File: src/sv/lgge_pkg.sv
package lgge_pkg;

    // Grid geometry
    localparam int GRID_COLUMNS = 64;
    localparam int GRID_ROWS    = 64;
    localparam int COL_W        = $clog2(GRID_COLUMNS);
    localparam int ROW_W        = $clog2(GRID_ROWS);

    // Item field widths
    localparam int ACTION_W = 2;
    localparam int COORD_W  = 6;

    // Neighbor count and B3/S23 thresholds
    localparam int          NBR_W      = 4;
    localparam logic [3:0]  NBR_BIRTH  = 4'd3;
    localparam logic [3:0]  NBR_KEEP   = 4'd2;

    // Result kinds
    localparam logic KIND_READ = 1'b0;
    localparam logic KIND_STEP = 1'b1;

    typedef enum logic [ACTION_W-1:0] {
        ACT_WRITE = 2'd0,
        ACT_STEP  = 2'd1,
        ACT_READ  = 2'd2
    } action_t;

    typedef enum logic [3:0] {
        S_CLEAR,
        S_IDLE,
        S_WR_RD,
        S_WR_MOD,
        S_RD_RD,
        S_RD_OUT,
        S_ST_LAST,
        S_ST_FIRST,
        S_ST_SECOND,
        S_ST_RUN
    } state_t;

    // Row address source for the memory read port
    typedef enum logic [2:0] {
        RD_ITEM,
        RD_LAST,
        RD_FIRST,
        RD_SECOND,
        RD_AHEAD
    } rd_src_t;

    typedef struct packed {
        logic    capture;
        logic    clr_wr;
        logic    rd_en;
        rd_src_t rd_src;
        logic    load_prev;
        logic    load_cur;
        logic    run;
        logic    cell_wr;
        logic    emit_read;
        logic    emit_step;
    } ctrl_cmd_t;

    typedef struct packed {
        logic rc_last;
    } dp_status_t;

endpackage

File: src/sv/lgge_ctrl.sv
module lgge_ctrl (
    input  logic                             clk,
    input  logic                             rst_n,
    input  logic                             start,
    input  logic [lgge_pkg::ACTION_W-1:0]    action,
    input  lgge_pkg::dp_status_t             sts,
    output lgge_pkg::ctrl_cmd_t              cmd,
    output logic                             busy
);
    import lgge_pkg::*;

    state_t state_reg;
    state_t state_next;

    always_ff @(posedge clk or negedge rst_n)
    begin
        if (!rst_n)
            state_reg <= S_CLEAR;
        else
            state_reg <= state_next;
    end

    always_comb
    begin
        state_next = state_reg;
        unique case (state_reg)
            S_CLEAR:
            begin
                if (sts.rc_last)
                    state_next = S_IDLE;
            end
            S_IDLE:
            begin
                if (start)
                begin
                    case (action_t'(action))
                        ACT_WRITE: state_next = S_WR_RD;
                        ACT_STEP:  state_next = S_ST_LAST;
                        ACT_READ:  state_next = S_RD_RD;
                        default:   state_next = S_IDLE;
                    endcase
                end
            end
            S_WR_RD:     state_next = S_WR_MOD;
            S_WR_MOD:    state_next = S_IDLE;
            S_RD_RD:     state_next = S_RD_OUT;
            S_RD_OUT:    state_next = S_IDLE;
            S_ST_LAST:   state_next = S_ST_FIRST;
            S_ST_FIRST:  state_next = S_ST_SECOND;
            S_ST_SECOND: state_next = S_ST_RUN;
            S_ST_RUN:
            begin
                if (sts.rc_last)
                    state_next = S_IDLE;
            end
            default:     state_next = S_IDLE;
        endcase
    end

    always_comb
    begin
        cmd  = '0;
        cmd.rd_src = RD_ITEM;
        busy = (state_reg != S_IDLE);
        unique case (state_reg)
            S_CLEAR:  cmd.clr_wr = 1'b1;
            S_IDLE:   cmd.capture = start;
            S_WR_RD,
            S_RD_RD:  cmd.rd_en = 1'b1;
            S_WR_MOD: cmd.cell_wr = 1'b1;
            S_RD_OUT: cmd.emit_read = 1'b1;
            S_ST_LAST:
            begin
                cmd.rd_en  = 1'b1;
                cmd.rd_src = RD_LAST;
            end
            S_ST_FIRST:
            begin
                cmd.rd_en     = 1'b1;
                cmd.rd_src    = RD_FIRST;
                cmd.load_prev = 1'b1;
            end
            S_ST_SECOND:
            begin
                cmd.rd_en    = 1'b1;
                cmd.rd_src   = RD_SECOND;
                cmd.load_cur = 1'b1;
            end
            S_ST_RUN:
            begin
                cmd.rd_en     = 1'b1;
                cmd.rd_src    = RD_AHEAD;
                cmd.run       = 1'b1;
                cmd.emit_step = sts.rc_last;
            end
            default: ;
        endcase
    end

`ifndef SYNTHESIS
    a_step_done_on_last_row: assert property (@(posedge clk) disable iff (!rst_n)
        cmd.emit_step |-> (sts.rc_last && state_reg == S_ST_RUN))
        else $error("step completion before last row");

    a_clear_ends_idle: assert property (@(posedge clk) disable iff (!rst_n)
        (state_reg == S_CLEAR && sts.rc_last) |=> (state_reg == S_IDLE))
        else $error("clear pass did not end in idle");

    a_accept_goes_busy: assert property (@(posedge clk) disable iff (!rst_n)
        (start && !busy && (action == ACT_WRITE || action == ACT_STEP
            || action == ACT_READ)) |=> busy)
        else $error("accepted word did not start work");
`endif

endmodule

File: config.mk
export PLATFORM = sky130hd
export DESIGN_NAME = lgge_ctrl
export DESIGN_NICKNAME = d
export VERILOG_FILES = /design/src/sv/lgge_pkg.sv /design/src/sv/lgge_ctrl.sv
export SDC_FILE = /design/constraint.sdc
export NUM_CORES = 1
export LEC_CHECK = 0
export ABC_AREA = 1
export BUFFER_PORTS_ARGS = -buffer_cell sky130_fd_sc_hd__buf_4
export CAP_MARGIN = 20
export CORE_AREA = 2 2 39 41
export DETAILED_ROUTE_END_ITERATION = 7
export DIE_AREA = 0 0 41 43
export PLACE_DENSITY = 0.52
export SYNTH_ARGS = -nofsm -noshare
export SYNTH_HDL_FRONTEND = slang
export SYNTH_SLANG_ARGS = --single-unit
File: constraint.sdc
create_clock -name clk -period 2.7 [get_ports clk]
set_clock_uncertainty 0.05 [all_clocks]
set_input_delay 0.405 -clock clk [delete_from_list [all_inputs] [get_ports clk]]
set_output_delay 0.405 -clock clk [all_outputs]
set_load 0.03 [all_outputs]
# Word level (Yosys, flattened, before mapping)
# Index checks and enable logic that the tools add are counted.
# Widths: inputs -> output; s select.
totals:
  regBits: 4
op_classes:
  mux: 14
  eq_ne: 14
  reduce_logical: 5
ops:
  columns: ["cell", "count"]
  rows:
  - ["$pmux 4 s7", 1]
  - ["$eq 4x3->1 const B", 4]
  - ["$pmux 3 s4", 1]
  - ["$mux 1", 9]
  - ["$pmux 3 s3", 1]
  - ["$eq 4x2->1 const B", 2]
  - ["$eq 4x4->1 const B", 2]
  - ["$mux 4", 2]
  - ["$reduce_or 6->1", 1]
  - ["$eq 4x1->1 const B", 1]
  - ["$logic_not 4->1", 1]
  - ["$ne 4x1->1 const B", 1]
  - ["$eq 2x1->1 const B", 1]
  - ["$eq 2x2->1 const B", 1]
  - ["$logic_not 2->1", 1]
  - ["$ne 2x1->1 const B", 1]
  - ["$ne 2x2->1 const B", 1]
  - ["$reduce_and 2->1", 1]
  - ["$reduce_or 2->1", 1]

# Depth between registers and ports, before layout
logic_depth:
  depth_word: 4
  depth_mapped: 8
  depth_no_buf: 8

# Worst setup path before layout
# Ideal clock, no wire load.
synth_timing:
  path_type: "reg2out"
  start: "register state_reg[3]"
  end: "output port cmd[6] (netlist name)"
  n_path_buf: 0
  slack_ns: 0.855
  required_ns: 2.245
  stages_incl_launch_ff: 4
  t_arrival_ns: 1.390
  cell_sequence: "dfrtp_1 -> nor2_1 -> inv_1 -> o31ai_1"
synth_lines:
  columns: ["item", "line_no", "text"]
  rows:
  - ["start: declaration", "lgge_ctrl.sv:12", "state_t state_reg;"]
  - ["start signal: assignment", "lgge_ctrl.sv:20", "state_reg <= state_next;"]
  - ["end: declaration", "lgge_ctrl.sv:7", "output lgge_pkg::ctrl_cmd_t cmd,"]

==> impl_results.md <==
- Run status: finished clean
- Synth unique cells: 15
- First-pass GRT wire length: 1.380 mm
- Max-cap violations: 0
- HP Class: in -> async
- Crit Reg-Reg Startpoint: state_reg[3]
- Routed wire length: 882 um
- Gpl congestion: 0.7543
- DRC: 0
- RSZ-0062 raised after global routing: no
- Mapped Area: 407.9 um^2
- Routed vias/inst: 4.204
- IO Port Bufs: 18
- Row count: 14
- Total CTS buffers: 3
- Post-route ant nets: 0
- DIE HEIGHT: 43 um
- Vias in the first global route: 345
- GRT Util Overall: 11.82%
- Setup Fix Bufs, Post-CTS: 0
- Syn Nets: 74
- Number of diodes: 0
- CTS Buffer Depth: 2
- Initial DRT Pass Iterations: 4
- Synth warnings: 0
- R2R setup slack: 1460 ps
- Routed via count: 433
- Die Wd: 41 um
- I/O Pins: 19
- Initial core utilization: 29.48%
- Syn-to-layout area delta: 46.01%
- Syn_area_per_cell: 6.275 um^2
- Final Cycle Share: 68.56%
- Area of the multi-input gates: 236.5 um^2
- GR Overflow Total: 0
- Crit start category: flip-flop
- Initial antenna violation count: 0
- Pre-CTS WS: 1077 ps
- CTS Root Cell: clkbuf_4
- Least-Margin Pin Slew: 279.3 ps
- Fmax: 0.5402 GHz
- CTS tree: yes
- Synthesized flop and latch total: 4
- Drt wl/cell: 8.563 um
- FF-to-FF path depth: 5
- Max reg flops: 4
- PD cells: 1095 nW/um^2
- Final min period: 1851 ps
- CTS resizes: 0
- Worst-skew pair later-pin latency: 230 ps
- HPWL after DPL: 737.9 um
- Fin nets: 98
- Crit path arrival time: 1400 ps
- Static leakage: 0.3950 nW
- Clk sink count: 4
- Crit path capture type: primary output
- CP max FO: 5
- Filler instances: 149
- Worst EP required: 2250 ps
- Final hold violations: 0
- Fraction of layout cells with a size suffix above 1: 36.78%
- Max-Slew Margin vs Limit: 81.38%
- Post-synthesis sequential area ratio: 24.54%
- H-tree Lvls: 1
- Setup TNS: 0 ps
- Slew Viols, Final: 0
- Core Box Area: 1384 um^2
- R2R Path End: state_reg[1]
- Largest net degree at the start of global routing: 8
- Die footprint: 1763 um^2
- Clock transition at path regs: 40 ps
- CP Class: reg -> out
- Max IR drop VDD: 0.0005454 V
- 1st-iter DRT viols: 2
- Flip-flop and latch area: 100.1 um^2
- Setup ws final: 848.8 ps
- Setup violators final: 0
- Mapped Cells: 65
[how the worst max path moves through the flow]
| stage | from | to | cells past startpoint |
|---|---|---|---|
| after detailed placement | state_reg[3] | cmd[9] | 6 |
| after global routing | state_reg[2] | cmd[9] | 7 |
| final | state_reg[3] | cmd[9] | 6 |
| after CTS | state_reg[3] | cmd[9] | 6 |
| after global placement | state_reg[2] | cmd[9] | 7 |
| after floorplan | state_reg[3] | cmd[6] | 3 |
[power by group]
| group | switching [mW] | internal, mW | total, mW |
|---|---|---|---|
| logic | 0.305 | 0.161 | 0.466 |
| clock network | 0.0204 | 0.0494 | 0.0698 |
| registers | 0.0334 | 0.0825 | 0.116 |
[timing repair]
item                                    4_1_cts  5_1_grt
hold buffers                                  1        0
endpoints found under the setup margin        0        0
endpoints found under the hold margin         4        0
[layout by cell type, fill, tap and decap left out]
cell type	instances
buf_4	18
nand2_4	2
nand2_1	13
clkbuf_4	3
nand3_1	4
dlygate4sd3_1	1
o21ai_0	1
nor3_1	2
nand2_2	5
nor2_1	8
dfrtp_1	4
nor2_2	1
nand4_1	1
ha_1	3
inv_2	2
o31ai_1	1
nor2_4	1
inv_1	17
[cell usage after synthesis, drive strengths merged]
cell type / count / area, um^2
nand2: 20 / 102.6
inv: 19 / 71.32
nor2: 10 / 47.55
dfrtp: 4 / 100.1
nand3: 4 / 20.02
ha: 3 / 37.54
nor3: 2 / 10.01
nand4: 1 / 6.260
o21ai: 1 / 5.000
o31ai: 1 / 7.510
[area by class of cell]
type	count	area share, %
clock buffer	3	3.782
inverter	19	11.97
multi-input combinational	42	39.71
sequential	4	16.81
tap	16	3.361
timing repair buffer	19	24.37
[cells by family (layout without fill, tap and decap cells)]
logic type / count (synthesis) / after routing / synth area share, %
AO/OA/AOI/OAI: 2 / 2 / 3.067
adder cells (fa/ha/maj): 3 / 3 / 9.203
buffers and inverters: 19 / 41 / 17.49
flip-flops: 4 / 4 / 24.54
AND/OR/NAND/NOR: 37 / 37 / 45.71
[through the flow]
| step | std cells | hold slack [ps] | utilization, % | instance area [um^2] | power [mW] |
|---|---|---|---|---|---|
| after floorplan | 65 | 59.41 | - | 407.9 | 0.4493 |
| after global placement | 99 | 152.4 | 40.69 | 563.0 | 0.5887 |
| after detailed placement | 99 | 151.7 | 40.69 | 563.0 | 0.5852 |
| after CTS | 103 | 448.8 | 43.04 | 595.6 | 0.6619 |
| after global routing | 103 | 465.2 | 43.04 | 595.6 | 0.7069 |
| final | 103 | 457.7 | 43.04 | 595.6 | 0.6520 |
[metal layers]
metal / share of wire (%) / GRT usage [%]
met4: 0 / 8.000
met2: 47 / 16.88
met1: 46 / 14.75
met5: 0 / 0
met3: 6.3 / 3.141
[worst max-delay path, cell delays in order (launching register included)]
cell,delay [ps]
dfrtp_1,420
nor2_1,220
nand2_1,130
nand2_1,110
inv_1,60
nand4_1,60
buf_4,160
No activity file was read; power rests on OpenSTA's default activity.
