<file path="src/sv/lgge_pkg.sv">
package lgge_pkg;

    // Grid geometry
    localparam int GRID_COLUMNS = 64;
    localparam int GRID_ROWS    = 64;
    localparam int COL_W        = $clog2(GRID_COLUMNS);
    localparam int ROW_W        = $clog2(GRID_ROWS);

    // Item field widths
    localparam int ACTION_W = 2;
    localparam int COORD_W  = 6;

    // Neighbor count and B3/S23 thresholds
    localparam int          NBR_W      = 4;
    localparam logic [3:0]  NBR_BIRTH  = 4'd3;
    localparam logic [3:0]  NBR_KEEP   = 4'd2;

    // Result kinds
    localparam logic KIND_READ = 1'b0;
    localparam logic KIND_STEP = 1'b1;

    typedef enum logic [ACTION_W-1:0] {
        ACT_WRITE = 2'd0,
        ACT_STEP  = 2'd1,
        ACT_READ  = 2'd2
    } action_t;

    typedef enum logic [3:0] {
        S_CLEAR,
        S_IDLE,
        S_WR_RD,
        S_WR_MOD,
        S_RD_RD,
        S_RD_OUT,
        S_ST_LAST,
        S_ST_FIRST,
        S_ST_SECOND,
        S_ST_RUN
    } state_t;

    // Row address source for the memory read port
    typedef enum logic [2:0] {
        RD_ITEM,
        RD_LAST,
        RD_FIRST,
        RD_SECOND,
        RD_AHEAD
    } rd_src_t;

    typedef struct packed {
        logic    capture;
        logic    clr_wr;
        logic    rd_en;
        rd_src_t rd_src;
        logic    load_prev;
        logic    load_cur;
        logic    run;
        logic    cell_wr;
        logic    emit_read;
        logic    emit_step;
    } ctrl_cmd_t;

    typedef struct packed {
        logic rc_last;
    } dp_status_t;

endpackage

</file>
<file path="src/sv/lgge_datapath.sv">
module lgge_datapath (
    input  logic                            clk,
    input  logic                            rst_n,
    input  lgge_pkg::ctrl_cmd_t             cmd,
    input  logic [lgge_pkg::COORD_W-1:0]    column,
    input  logic [lgge_pkg::COORD_W-1:0]    row,
    input  logic                            cell_value,
    output lgge_pkg::dp_status_t            sts,
    output logic                            result_valid,
    output logic                            result_kind,
    output logic                            cell_state
);
    import lgge_pkg::*;

    // Grid held one row per word
    logic [GRID_COLUMNS-1:0] mem [GRID_ROWS];

    logic [COORD_W-1:0]      col_reg;
    logic [COORD_W-1:0]      row_reg;
    logic                    val_reg;
    logic [ROW_W-1:0]        rc_reg;
    logic [GRID_COLUMNS-1:0] rd_data_reg;
    logic [GRID_COLUMNS-1:0] prev_reg;
    logic [GRID_COLUMNS-1:0] cur_reg;
    logic [GRID_COLUMNS-1:0] first_reg;
    logic                    valid_reg;
    logic                    kind_reg;
    logic                    state_reg;

    logic                    in_grid;
    logic [COL_W-1:0]        col_idx;
    logic [ROW_W-1:0]        row_idx;
    logic                    rc_last;
    logic [ROW_W:0]          ahead;
    logic                    ahead_ok;
    logic                    rd_go;
    logic [ROW_W-1:0]        rd_addr;
    logic                    wr_en;
    logic [ROW_W-1:0]        wr_addr;
    logic [GRID_COLUMNS-1:0] wr_data;
    logic [GRID_COLUMNS-1:0] mod_row;
    logic [GRID_COLUMNS-1:0] below_row;
    logic [GRID_COLUMNS-1:0] new_row;

    assign in_grid = (32'(col_reg) < GRID_COLUMNS) && (32'(row_reg) < GRID_ROWS);
    assign col_idx = COL_W'(col_reg);
    assign row_idx = ROW_W'(row_reg);
    assign rc_last = (rc_reg == ROW_W'(GRID_ROWS - 1));
    assign ahead   = {1'b0, rc_reg} + (ROW_W + 1)'(2);
    assign ahead_ok = (32'(ahead) < GRID_ROWS);

    assign sts.rc_last = rc_last;

    always_comb
    begin
        rd_go   = cmd.rd_en;
        rd_addr = row_idx;
        unique case (cmd.rd_src)
            RD_ITEM:   rd_addr = row_idx;
            RD_LAST:   rd_addr = ROW_W'(GRID_ROWS - 1);
            RD_FIRST:  rd_addr = '0;
            RD_SECOND: rd_addr = ROW_W'(1);
            RD_AHEAD:
            begin
                rd_addr = ROW_W'(ahead);
                rd_go   = cmd.rd_en && ahead_ok;
            end
            default:   rd_addr = row_idx;
        endcase
    end

    // Below neighbor of the last row is the saved original first row
    assign below_row = rc_last ? first_reg : rd_data_reg;

    for (genvar c = 0; c < GRID_COLUMNS; c++)
    begin : g_cell
        localparam int CL = (c + GRID_COLUMNS - 1) % GRID_COLUMNS;
        localparam int CR = (c + 1) % GRID_COLUMNS;
        logic [NBR_W-1:0] nbr;
        assign nbr = NBR_W'(prev_reg[CL]) + NBR_W'(prev_reg[c]) + NBR_W'(prev_reg[CR])
                   + NBR_W'(cur_reg[CL])  + NBR_W'(cur_reg[CR])
                   + NBR_W'(below_row[CL]) + NBR_W'(below_row[c]) + NBR_W'(below_row[CR]);
        assign new_row[c] = (nbr == NBR_BIRTH) || (cur_reg[c] && (nbr == NBR_KEEP));
    end

    always_comb
    begin
        mod_row          = rd_data_reg;
        mod_row[col_idx] = val_reg;
    end

    always_comb
    begin
        wr_en   = 1'b0;
        wr_addr = rc_reg;
        wr_data = new_row;
        priority if (cmd.clr_wr)
        begin
            wr_en   = 1'b1;
            wr_data = '0;
        end
        else if (cmd.run)
        begin
            wr_en = 1'b1;
        end
        else if (cmd.cell_wr)
        begin
            wr_en   = in_grid;
            wr_addr = row_idx;
            wr_data = mod_row;
        end
        else
        begin
            wr_en = 1'b0;
        end
    end

    always_ff @(posedge clk)
    begin
        if (wr_en)
            mem[wr_addr] <= wr_data;
        if (rd_go)
            rd_data_reg <= mem[rd_addr];
    end

    always_ff @(posedge clk)
    begin
        if (cmd.capture)
        begin
            col_reg <= column;
            row_reg <= row;
            val_reg <= cell_value;
        end
        if (cmd.load_prev)
            prev_reg <= rd_data_reg;
        if (cmd.load_cur)
        begin
            cur_reg   <= rd_data_reg;
            first_reg <= rd_data_reg;
        end
        if (cmd.run)
        begin
            prev_reg <= cur_reg;
            cur_reg  <= rd_data_reg;
        end
        if (cmd.emit_read)
        begin
            kind_reg  <= KIND_READ;
            state_reg <= in_grid ? rd_data_reg[col_idx] : 1'b0;
        end
        else if (cmd.emit_step)
        begin
            kind_reg  <= KIND_STEP;
            state_reg <= 1'b0;
        end
    end

    always_ff @(posedge clk or negedge rst_n)
    begin
        if (!rst_n)
        begin
            rc_reg    <= '0;
            valid_reg <= 1'b0;
        end
        else
        begin
            if (cmd.clr_wr || cmd.run)
                rc_reg <= rc_last ? '0 : rc_reg + ROW_W'(1);
            valid_reg <= cmd.emit_read || cmd.emit_step;
        end
    end

    assign result_valid = valid_reg;
    assign result_kind  = kind_reg;
    assign cell_state   = state_reg;

`ifndef SYNTHESIS
    a_strobe_single: assert property (@(posedge clk) disable iff (!rst_n)
        result_valid |=> !result_valid)
        else $error("result strobe held two cycles");

    a_step_word_zero: assert property (@(posedge clk) disable iff (!rst_n)
        (result_valid && result_kind == KIND_STEP) |-> !cell_state)
        else $error("step completion carries cell state");

    a_row_count_wraps: assert property (@(posedge clk) disable iff (!rst_n)
        ((cmd.clr_wr || cmd.run) && rc_last) |=> (rc_reg == '0))
        else $error("row counter did not wrap");
`endif

endmodule

</file>
<file path="config.mk">
export PLATFORM = sky130hd
export DESIGN_NAME = lgge_datapath
export DESIGN_NICKNAME = d
export VERILOG_FILES = /design/src/sv/lgge_pkg.sv /design/src/sv/lgge_datapath.sv
export SDC_FILE = /design/constraint.sdc
export NUM_CORES = 2
export LEC_CHECK = 0
export BUFFER_PORTS_ARGS = -buffer_cell sky130_fd_sc_hd__buf_2
export CAP_MARGIN = 20
export CORE_UTILIZATION = 34
export DETAILED_ROUTE_END_ITERATION = 8
export MAX_ROUTING_LAYER = met4
export SLEW_MARGIN = 20
export SYNTH_ARGS = -nofsm -noshare
export SYNTH_HDL_FRONTEND = slang
export SYNTH_SLANG_ARGS = --single-unit
</file>
<file path="constraint.sdc">
create_clock -name clk -period 7.5 [get_ports clk]
set_clock_uncertainty 0.2 [all_clocks]
set_input_delay 2.25 -clock clk [delete_from_list [all_inputs] [get_ports clk]]
set_output_delay 2.25 -clock clk [all_outputs]
set_load 0.01 [all_outputs]
</file>
After elaboration in Yosys (flattened, before gate mapping)
Memories as Yosys holds them, arrays and structs flattened. A register that Yosys moved wholly into a read port is not among the register bits. Cells that the tools add are included.

Register bits after elaboration: 214. Memories: 1. Memory bits (writable): 4096. Bits of input ports: 27. Output and inout bits: 4. Logic and storage cells: 758.

Equal/unequal tests: 133. Add/sub/neg operators: 450. Reduce and logical (&&, ||, !) cells: 135. Muxes and demuxes: 26. $lt $le $gt $ge: 3.

Memory list: mem (depth 64, bits a word 64, read ports 1, clocked after Yosys merged registers in 1, wr ports 1, line lgge_datapath.sv:16) `logic [GRID_COLUMNS-1:0] mem [GRID_ROWS];`.

Operators with widths (count): $add A4 B1 Y4 (256); $eq A4 B2 Y1 const B (128); $mux W64 (8); $add A3 B1 Y4 (64); $add A2 B1 Y3 (64); $add A1 B1 Y2 (64); $logic_and A1 B1 Y1 (66); $logic_or A1 B1 Y1 (66); $bwmux W64 (1); $mux W6 (4); $pmux W6 S4 (1); $mux W1 (10); $add A6 B2 Y7 const B (1); $lt A6 B7 Y1 const B (1); $lt A7 B7 Y1 const B (1); $add A6 B1 Y6 const B (1); $bmux W1 S6 (1); $demux W1 S6 (1); $eq A3 B2 Y1 const B (2); $eq A6 B6 Y1 const B (1); $ge A6 B1 Y1 const B (1); $reduce_bool A2 Y1 (3); $eq A3 B1 Y1 const B (1); $eq A3 B3 Y1 const B (1).

Logic depth before layout (Yosys ltp)
Word-level depth: 13. Mapped depth: 20. Gate-level depth less buffers: 16.

Least setup slack after synthesis
No wires, ideal clock.

Kind: input to register. From: input cmd[3] in the netlist's numbering. To: memory mem[0][0], enable pin. Stages: 8. Buffers on the path: 3. Arrival: 6.796 ns. Required time: 6.813 ns. Setup time: 0.487 ns. Setup slack: 0.018 ns. Cells stage by stage: clkbuf_1 nand2b_1 clkbuf_1 nor2_1 clkbuf_1 mux2i_1 nand4_1 nor2_1.

Cells in the longest elaborated chain, start to end: 4. Elaborated cells on any way between the ends: 6. Those cells by class: mux (6).

RTL lines: start: declaration (line lgge_datapath.sv:4) `input lgge_pkg::ctrl_cmd_t cmd,`; $mux W1 (line lgge_datapath.sv:102) `else if (cmd.run)`; $mux W1 (line lgge_datapath.sv:97) `priority if (cmd.clr_wr)`; $mux W1 (line lgge_datapath.sv:120) `if (wr_en)`; $mux W1 (not written as such) (line lgge_datapath.sv:121) `mem[wr_addr] <= wr_data;`; end: declaration (line lgge_datapath.sv:16).

Parallel ways exist; a longest one is shown, timed or not.

Worst setup path in the final report
From: register rc_reg[3]. To: memory mem[8][0], data pin.

Cells in the longest elaborated chain, start to end: 11. Elaborated cells on any way between the ends: 12. Those cells by class: add/sub (3); eq/ne (3); mux (4); reduce/logical (2).

RTL lines: start: declaration (line lgge_datapath.sv:21) `logic [ROW_W-1:0] rc_reg;`; start signal: assignment (line lgge_datapath.sv:168) `rc_reg <= rc_last ? '0 : rc_reg + ROW_W'(1);`; $eq A6 B6 Y1 (*) (line lgge_datapath.sv:48) `assign rc_last = (rc_reg == ROW_W'(GRID_ROWS - 1));`; $mux W64 (*) (line lgge_datapath.sv:73) `assign below_row = rc_last ? first_reg : rd_data_reg;`; $add A4 B1 Y4 (2 in a row) (line lgge_datapath.sv:82) `+ NBR_W'(below_row[CL]) + NBR_W'(below_row[c]) + NBR_W'(below_row[CR]);`; $add A4 B1 Y4 (*) (line lgge_datapath.sv:82); $eq A4 B2 Y1 (line lgge_datapath.sv:83) `assign new_row[c] = (nbr == NBR_BIRTH) || (cur_reg[c] && (nbr == NBR_KEEP));`; $logic_and A1 B1 Y1 (line lgge_datapath.sv:83); $logic_or A1 B1 Y1 (*) (line lgge_datapath.sv:83); $mux W64 (line lgge_datapath.sv:106) `else if (cmd.cell_wr)`; $mux W64 (*) (line lgge_datapath.sv:102); $mux W64 (*) (line lgge_datapath.sv:97); via wr_data[0] (line lgge_datapath.sv:40) `logic [GRID_COLUMNS-1:0] wr_data;`.

Mark *: on every way through the listed nets, which the timed path passes. The rest lies on a longest branch.

==> results.json <==
{
  "io-pin-count": 31,
  "fmax_ghz": 0.153,
  "synth-seq-cells": 4374,
  "yosysWarnings": 0,
  "ir_drop_uv": 271,
  "tightest_slew_ns": 1.18,
  "hpwl_um": 302000,
  "tns_ns": 0,
  "max_cap_violations": 0,
  "crit_start": "rc_reg[3]",
  "timing.rr.start": "rc_reg[3]",
  "yosys_most_used_dff": "edfxtp_1",
  "synth_edf_count": 4366,
  "synth_area_leader_cell": "edfxtp_1",
  "fp.dieH_um": 728,
  "syn_nets": 10627,
  "yosysSeqAreaShare": 0.733,
  "routabilityCongestion": 0.868,
  "num_rows": 266,
  "avgViaCountPerCell": 5.63,
  "path_clk_slew_ns": 0.07,
  "initial_core_util": 0.341,
  "coreArea_mm2": 0.525,
  "nets": 11026,
  "worstPathArrival_ns": 7.14,
  "first_pass_iters": 6,
  "cp.required_ns": 8.12,
  "worstSkewPairLatency_ns": 1.02,
  "min_from": "result_kind",
  "io_buffers": 30,
  "grt-ovfl-total": 0,
  "antenna_left": 0,
  "period_needed_ns": 6.53,
  "clockBufferDepth": 4,
  "cts_resized": 0,
  "top_register": "mem",
  "grt_max_degree": 112,
  "worst_setup_path_start_kind": "flop",
  "antenna_found_initial": 28,
  "power_density_mw_per_mm2": 352,
  "h-tree-depth": 5,
  "cts-root-buf": "clkbuf_16",
  "wl_per_cell_um": 31.1,
  "fillers": 47077,
  "rsz0062_at_grt": "false",
  "largest_register_ffs": 4096,
  "post-cts-setup-buffer-count": 0,
  "finalSetupViolCount": 0,
  "cts_buffers": 434,
  "grt_pass1_vias": 96303,
  "syn_area_mm2": 0.179,
  "yosysTopAreaCellShare": 0.732,
  "ys_top_cells_by_count": "4366 x edfxtp_1, 2056 x mux2i_1, 1026 x o22ai_1, 318 x nand2_1, 262 x inv_1",
  "drt_wl_total_um": 557000,
  "fin_cells": 17880,
  "drt_iter0_markers": 12925,
  "dieArea_mm2": 0.530,
  "slew_headroom": 0.214,
  "hold_path.class": "reg -> reg",
  "worstSetupPathType": "reg -> reg",
  "cts_tree": "yes",
  "synth_cell_types": 70,
  "finalHoldViolCount": 0,
  "place_inst": 17077,
  "seq_area_mm2": 0.131,
  "drc": 0,
  "multi_input_area_mm2": 0.0452,
  "cts_sinks": 4374,
  "crit_fanout": 38,
  "end_kind": "flop",
  "syn_to_final_growth_pct": 15.1,
  "ys_async_sr_fraction": 0.00160,
  "drive_gt1_frac": 0.134,
  "fin_crit_sh": 0.870,
  "p_leak_nw": 71.1,
  "holdBufCountCts": 0,
  "num_vias": 100608,
  "syn_avg_cell_area_um2": 17.7,
  "status": "complete, no violations",
  "grt_pass1_wl_um": 765000,
  "syn_inst": 10150,
  "yosysMostFrequentCell": "edfxtp_1",
  "synth.top_cells.by_area": "edfxtp_1 73%, mux2i_1 11%, o22ai_1 3.6%, fa_1 2.8%, ha_1 1.4%",
  "die_x_um": 728,
  "gr-usage-all-layers": 0.209,
  "drv_slew": 0
}
-- final timing paths --
kind | endpoint | slack (ns) | depth (start not counted)
max in group asynchronous | rc_reg[0] | 5.84 | 1
min reg2reg | result_kind | 0.28 | 2
max reg2reg | mem[8][0] | 0.97 | 17
min | result_kind | 0.28 | 2
min in group asynchronous | result_valid | 0.96 | 1
max | mem[8][0] | 0.97 | 17
-- power by group --
part | total, mW | leakage (nW) | internal, mW | switching [mW]
combinational | 17.9 | 24.0 | 5.56 | 12.4
clock | 21.1 | 6.63 | 11.8 | 9.39
sequential | 33.5 | 40.5 | 32.6 | 0.890
total | 72.6 | 71.1 | 50.0 | 22.6
-- area by class of cell --
class / count / share of cell area
clock inverter: 242 / 0.0110
clock buffer: 540 / 0.0551
timing repair buffer: 523 / 0.0307
inverter: 262 / 0.00477
multi-input combinational: 4954 / 0.219
antenna: 17 / 0.000206
tap: 6968 / 0.0423
sequential: 4374 / 0.637
-- metrics by stage --
step	hold slack (ns)	worst slack, ns	instance area, µm²	utilization	power [mW]
2_1_floorplan	0.295	0.0178	179000	-	44.4
3_3_place_gp	0.258	0.830	192000	0.367	51.2
3_5_place_dp	0.274	0.747	192000	0.367	51.7
4_1_cts	0.288	1.14	206000	0.393	72.6
5_1_grt	0.311	0.829	206000	0.393	75.5
6_report	0.281	0.972	206000	0.393	72.6
-- routing by layer --
metal	wire length, µm	global-route usage
met1	233000	0.290
met2	250000	0.315
met3	55900	0.0417
met4	17600	0.0587
met5	0	-
-- logic make-up after synthesis --
group,share of synthesized area
fa+ha+maj,0.0421
buf+inv,0.0223
compound gates,0.0572
xor+xnor,0.000342
flops,0.733
mux,0.122
simple gates,0.0229
-- worst max-delay path: stages (launching register included) --
cell       delay, ns
dfrtp_1         0.48
and2_1          0.23
nand3_1         0.14
or2_4           0.49
clkinv_2        0.51
buf_12          0.37
nand2_1         0.11
nand2_1         0.15
fa_1            0.53
inv_1           0.06
fa_1            0.51
inv_1           0.04
ha_1            0.22
fa_1            0.44
o21ai_0         0.17
o2111ai_1       0.31
a21oi_4         0.94
buf_4           0.36
-- cell usage in the layout, fill, tap and decap left out, types with 17 or more instances in the layout --
master | Yosys | final
mux2i_1 | 2056 | 2056
clkbuf_1 | 202 | 101
nand3_1 | 97 | 97
fa_1 | 255 | 255
o21ai_0 | 89 | 89
nor4_1 | 192 | 191
edfxtp_1 | 4366 | 4366
a21oi_4 | 0 | 64
mux2_2 | 116 | 116
diode_2 | 0 | 17
nor2_4 | 0 | 65
or4_1 | 64 | 64
buf_4 | 125 | 301
inv_1 | 262 | 261
buf_2 | 167 | 27
clkinv_2 | 0 | 77
a2bb2o_1 | 53 | 53
nand2_1 | 318 | 317
o2111ai_1 | 64 | 64
clkinv_1 | 0 | 91
a21oi_1 | 136 | 72
a221oi_2 | 64 | 64
o22ai_1 | 1026 | 1026
clkbuf_16 | 0 | 439
bufinv_16 | 0 | 29
nor2_1 | 86 | 20
ha_1 | 195 | 195
buf_12 | 0 | 188
Note: power is estimated with default switching activity, not from simulation.
